`config.mk`:
```
export PLATFORM = sky130hd
export DESIGN_NAME = mtw_seeder
export DESIGN_NICKNAME = d
export VERILOG_FILES = /design/src/sv/mtw_pkg.sv /design/src/sv/mtw_seeder.sv
export SDC_FILE = /design/constraint.sdc
export NUM_CORES = 1
export LEC_CHECK = 0
export ABC_AREA = 1
export BUFFER_PORTS_ARGS = -buffer_cell sky130_fd_sc_hd__buf_2
export CAP_MARGIN = 20
export CORE_ASPECT_RATIO = 1.25
export CORE_MARGIN = 10
export CORE_UTILIZATION = 57
export DETAILED_ROUTE_END_ITERATION = 16
export PLACE_DENSITY_LB_ADDON = 0.2
export SETUP_SLACK_MARGIN = 0.4
export SYNTH_ARGS = -nofsm -noshare
export SYNTH_HDL_FRONTEND = slang
export SYNTH_SLANG_ARGS = --single-unit
```
`constraint.sdc`:
```
create_clock -name i_clk -period 4.9 [get_ports i_clk]
set_clock_uncertainty 0.2 [all_clocks]
set_input_delay 1.47 -clock i_clk [delete_from_list [all_inputs] [get_ports i_clk]]
set_output_delay 1.47 -clock i_clk [all_outputs]
set_load 0.01 [all_outputs]
```
`src/sv/mtw_pkg.sv`:
```
// Shared types, constants and word functions for the MT19937 word generator.
// No dependencies; every other file imports this package.
`default_nettype none

package mtw_pkg;

    localparam int STATE_LEN    = 624;
    localparam int SHIFT_OFFSET = 397;
    localparam int IDX_W        = 10;
    localparam int WORD_W       = 32;

    typedef logic [IDX_W-1:0]  t_idx;
    typedef logic [WORD_W-1:0] t_word;
    typedef logic [1:0]        t_kind;

    localparam t_kind KIND_DRAW   = 2'd0;
    localparam t_kind KIND_RESEED = 2'd1;
    localparam t_kind KIND_LOAD   = 2'd2;

    localparam t_idx IDX_LAST     = t_idx'(STATE_LEN - 1);
    localparam t_idx IDX_TWIST    = t_idx'(STATE_LEN);
    localparam t_idx IDX_UNSEEDED = t_idx'(STATE_LEN + 1);
    localparam t_idx IDX_FAR_WRAP = t_idx'(STATE_LEN - SHIFT_OFFSET);

    localparam t_word TWIST_MATRIX = 32'h9908b0df;
    localparam t_word TEMPER_B     = 32'h9d2c5680;
    localparam t_word TEMPER_C     = 32'hefc60000;
    localparam t_word LCG_MUL      = 32'd69069;
    localparam t_word DEFAULT_SEED = 32'd4357;

    // RAM write request
    typedef struct packed {
        logic  we;
        t_idx  addr;
        t_word wdata;
    } t_ram_wr;

    // seeder write stream plus end-of-sweep flag
    typedef struct packed {
        t_ram_wr wr;
        logic    done;
    } t_seed_wr;

    function automatic t_word lcg_next(input t_word s);
        t_word p;
        p = s * LCG_MUL;
        return p + 32'd1;
    endfunction

    function automatic t_idx nxt_idx(input t_idx i);
        return (i == IDX_LAST) ? '0 : i + t_idx'(1);
    endfunction

    function automatic t_idx far_idx(input t_idx i);
        return (i >= IDX_FAR_WRAP) ? i - IDX_FAR_WRAP : i + t_idx'(SHIFT_OFFSET);
    endfunction

    function automatic t_word twist_one(input t_word a, input t_word b, input t_word far);
        t_word y;
        t_word r;
        y = {a[31], b[30:0]};
        r = far ^ (y >> 1);
        if (y[0]) begin
            r = r ^ TWIST_MATRIX;
        end
        return r;
    endfunction

    function automatic t_word temper(input t_word x);
        t_word y;
        y = x;
        y = y ^ (y >> 11);
        y = y ^ ((y << 7) & TEMPER_B);
        y = y ^ ((y << 15) & TEMPER_C);
        y = y ^ (y >> 18);
        return y;
    endfunction

endpackage

`default_nettype wire

```
`src/sv/mtw_seeder.sv`:
```
// LCG seeding sweep: writes all 624 state words, two LCG steps per word.
// Depends on mtw_pkg.
`default_nettype none

module mtw_seeder import mtw_pkg::*; (
    input  wire logic  i_clk,
    input  wire logic  i_rst_n,
    input  wire logic  i_start,
    input  wire t_word i_seed,
    output t_seed_wr   o_seed_wr
);

    logic  r_busy, n_busy;
    logic  r_phase, n_phase;
    t_idx  r_addr, n_addr;
    t_word r_s, n_s;
    logic [15:0] r_hi, n_hi;

    always_comb begin
        n_busy    = r_busy;
        n_phase   = r_phase;
        n_addr    = r_addr;
        n_s       = r_s;
        n_hi      = r_hi;
        o_seed_wr = '0;
        if (i_start) begin
            n_busy  = 1'b1;
            n_phase = 1'b0;
            n_addr  = '0;
            n_s     = i_seed;
        end else if (r_busy) begin
            n_s     = lcg_next(r_s);
            n_phase = ~r_phase;
            if (!r_phase) begin
                // upper half comes from the current LCG value
                n_hi = r_s[31:16];
            end else begin
                o_seed_wr.wr.we    = 1'b1;
                o_seed_wr.wr.addr  = r_addr;
                o_seed_wr.wr.wdata = {r_hi, r_s[31:16]};
                if (r_addr == IDX_LAST) begin
                    n_busy         = 1'b0;
                    o_seed_wr.done = 1'b1;
                end else begin
                    n_addr = r_addr + t_idx'(1);
                end
            end
        end
    end

    always_ff @(posedge i_clk) begin
        if (!i_rst_n) begin
            r_busy  <= 1'b0;
            r_phase <= 1'b0;
        end else begin
            r_busy  <= n_busy;
            r_phase <= n_phase;
        end
        r_addr <= n_addr;
        r_s    <= n_s;
        r_hi   <= n_hi;
    end

endmodule

`default_nettype wire

```
# After elaboration in Yosys (flattened, before gate mapping)
# Index checks and enable logic that the tools add are counted.
# word_totals
reg_bits,60
elab_cells,27
# op_classes
n_bitwise,4
addsub,2
n_eq_ne,1
mul,1
reduce_logical,4
n_mux,10
# ops
cell,n
44-bit two-way mux,3
32-bit two-way mux,2
"32-bit by 1-bit adder with 32-bit output, second input constant",1
"32-bit by 17-bit multiplier with 32-bit output, second input constant",1
"10-bit by 1-bit adder with 10-bit output, second input constant",1
"10-bit == test, second input constant",1
3-bit AND reduction,2
1-bit two-way mux,5
1-bit inverter,4
2-bit nonzero test,1
2-bit OR reduction,1

# Longest topological paths before layout
# depth
word_depth,5
mapped_depth,24
depth_no_buf,24

# Least setup slack after synthesis
# Ideal clock, no wire load.
# synth_path
kind,reg2reg
start,register r_s[5]
end,"register r_s[23], data pin"
setup_time_ps,254
synth_period_minus_slack_ps,5147
arrival_ps,4693
stages_incl_launch_ff,20
path_buffers,0
slack_ps,-247
path_cell_list,edfxtp_1 ha_1 fa_1 inv_1 fa_1 fa_1 inv_1 fa_1 inv_1 fa_1 inv_1 ha_1 a21o_1 a21oi_2 nand2_1 a21oi_1 o21ai_1 or2_1 nand3_1 nand2_1
# synth_via
elab_chain_len,4
# synth_rtl
item,line_no,source
start: declaration,mtw_seeder.sv:16,"t_word r_s, n_s;"
start signal: assignment,mtw_seeder.sv:60,r_s <= n_s;
32-bit by 17-bit multiplier with 32-bit output,mtw_pkg.sv:46,p = s * LCG_MUL;
32-bit by 1-bit adder with 32-bit output,mtw_pkg.sv:47,return p + 32'd1;
32-bit two-way mux,mtw_seeder.sv:31,end else if (r_busy) begin
32-bit two-way mux,mtw_seeder.sv:26,if (i_start) begin
net n_s[23],mtw_seeder.sv:16,
# The timed path passes the listed nets, and every way through them passes these cells. The select of a mux whose other input is x is not followed.
# A chain may end at the register's enable or synchronous reset.

# Worst setup path after layout
# layout_path
start,register r_s[9]
end,"register r_s[17], data pin"
# Same word-level chain as after synthesis.

==> flow_summary.yaml <==
floorplan:
  floorplan.initialDensity_pct: 58.17
  top_level_ports: 79
  design.core.area_sq_um: 18240
  dieWidth_um: 142.0
  die_height_um: 172.5
  core.rowCount: 55
  floorplan.die_area_sq_um: 24500
worst_setup_path:
  endpoint_kind: "register"
  cp.arrival_ps: 5370
  register_to_register_setup_slack_ps: -560
  regToRegEndpoint: "r_s[17]"
  timing.critical_path.from_type: "register"
  crit-reg2reg-launch: "r_s[9]"
  cp_max_fo: 5
  critical_path_class: "reg2reg"
  r2r_cells: 21
  crit_required_ps: 4810
yosys:
  synth_most_common_cell: "inv_1"
  synth_ff_type: "edfxtp_1"
  cell_type_with_the_highest_aggregate_area_in_the_netlist: "fa_1"
  synth-edff-count: 48
  synthArstFlopShare_pct: 0
  avgSynthCellArea_sq_um: 8.400
  synth_commonest_cells: "inv_1, nand2_1, ha_1"
  ys_seq_elements: 60
  netlist_instances: 1263
  synthDominantCellAreaShare_pct: 27.36
  synth_area_leaders: "fa_1, ha_1, edfxtp_1"
  sequential_to_total_area_share_from_yosys_stat_pct: 15.85
  synth_nets: 1613
  cell_area_synth_sq_um: 10610
  synthDistinctLibCells: 41
  ys_warn_count: 0
outcome:
  run_status: "complete, but fails checks"
  violations: "setup timing"
finish:
  insertedDiodeCount: 0
  post_route_cells_drive_above_1_share_pct: 34.17
  n_fill_cell: 1231
  area_growth_syn_to_layout_pct: 33.34
  count_of_nets_after_finishing: 1864
  final_design_area_no_fill_sq_um: 14150
  post_layout_nonfiller_instances: 1747
sta:
  final.min_clock_period_ps: 5458
  finalSetupViolations: 21
  grt_setup_unrepaired: "yes"
  timing_worst_slew_pin_value_ps: 930.8
  hold_violations: 0
  max_clock_freq_mhz: 183.2
  hold-worst-slack_ps: 295.1
  min_period_over_period_pct: 111.4
  timing.final.ws_setup_ps: -558.4
  max-slew-margin-rel_pct: 37.95
  slew_viol_final: 0
route:
  avgRoutedWirePerCell_um: 18.72
  antenna_violating_nets_post_route: 0
  first_pass_iters: 5
  wl_met2_um: 17080
  route.detailed.drc: 0
  drt_iter0_drc: 424
  length_of_routed_met3_wiring_um: 1685
  route.layer.met1.wl_um: 11570
  top_signal_layer_used: "met4"
  avgViaCountPerCell: 5.294
  vias: 9249
  wirelength_um: 32710
place:
  hpwl_um: 26590
  place_inst: 1697
  dpl-instance-area_sq_um: 12970
  place_congestion: 0.9838
  buffer_ports.inserted: 78
grt:
  grt_first_pass_wirelength_um: 51160
  grt_util_all_layers_pct: 26.75
  antenna_found_initial: 0
  global_route.overflow_total: 0
  grt_pass1_vias: 10170
  maximum_number_of_pins_on_one_net_before_global_route_repair: 48
clock_network:
  cts_made_buffers: 9
  cts_htree_levels: 3
  clkLatencyLatePin_ps: 360
  cts_buffer_depth: 2
  root_buffer: "clkbuf_16"
  cts_clk_pin_slew_worst_paths_ps: 70
  cts_num_sinks: 60
  tritoncts_clock_tree: "done"
worst_hold_path:
  worst_hold_path.num_cells: 2
  hold_start: "r_addr[1]"
  class_of_the_tightest_hold_or_removal_check: "reg2reg"
  timing.hold.worst_endpoint: "r_addr[1]"
run:
  maxCapViolations: 0
## metrics by stage
stage | setup TNS [ps] | setup WS (ps) | utilization (%)
finish | -8658 | -558.4 | 77.57
CTS | -7170 | -471.3 | 75.17
global route | -11530 | -692.6 | 77.57
detailed placement | -8894 | -546.0 | 71.10
global placement | -8383 | -517.6 | 71.10
floorplan | -158.9 | -66.28 | -
## sequential cells by signal, indices dropped and copies added (netlist names)
signal / count
r_s: 32
r_hi: 16
r_addr: 10
r_busy: 1
r_phase: 1
## cell families (layout without fill, tap and decap cells)
logic type | count (synthesis) | in the layout | share of synthesized area (%)
adders and majority gates | 315 | 315 | 47.41
buffers and inverters | 373 | 629 | 13.28
AOI/OAI and AO/OA | 90 | 90 | 4.859
and+or+nand+nor | 412 | 412 | 17.53
DFF | 60 | 60 | 15.85
xor gates and xnor gates | 13 | 13 | 1.073
## critical path: stages (launching register included)
cell and delay [ps]:
edfxtp_1 540, ha_4 320, buf_6 110, fa_1 440, inv_2 80, fa_2 440
fa_1 510, inv_1 50, fa_1 510, inv_1 70, fa_1 510, inv_2 50
ha_4 260, a21o_1 210, buf_6 130, nor2_4 110, nand3_4 130, inv_2 90
o21ai_2 60, or2_1 230, nand3_2 90, nand2_2 60
## worst max path at each step
stage | startpoint | endpoint | slack (ps) | depth (start not counted)
global route | r_s[9] | r_s[31] | -690 | 21
global placement | r_s[11] | r_s[20] | -520 | 19
floorplan | r_s[6] | r_s[23] | -70 | 19
CTS | r_s[9] | r_s[19] | -470 | 20
finish | r_s[9] | r_s[17] | -560 | 21
detailed placement | r_s[11] | r_s[30] | -550 | 21
## cell type report
cell class | count | area, sq um | area share [%]
inverters | 361 | 1355 | 9.579
well taps | 228 | 285.3 | 2.017
repair buffers | 252 | 1793 | 12.67
flip-flops and latches | 60 | 1682 | 11.89
clock inverters | 7 | 98.84 | 0.6987
multi-input cells | 830 | 8707 | 61.55
clock buffers | 9 | 225.2 | 1.592
## cells in the final DEF (no fill, tap or decap), types with 17 or more instances in the layout
cell type	count
inv_1	319
nand2_1	168
buf_4	155
fa_1	127
ha_1	123
buf_2	78
nor2_1	69
edfxtp_1	48
ha_4	45
inv_2	41
nand3_1	34
nand2_2	26
nor2_4	19
a21oi_1	18
fa_2	18
o21ai_0	17
nor2_2	17
nand2_4	17
buf_6	17
## metal layers
layer,vias to the layer above,track usage [%]
met1,4439,27.86
met4,0,18.26
met3,131,4.413
met5,-,0
li1,4368,-
met2,311,47.43
## what timing repair did
action | CTS | global route
pin swaps | 21 | 56
gates resized for setup | 74 | 85
endpoints found under the setup margin | 23 | 23
hold buffers | 0 | 0
buffers inserted | 22 | 11
Power is not shown: default switching activity piles up to over one toggle a cycle in this logic, so the estimate is an artifact.
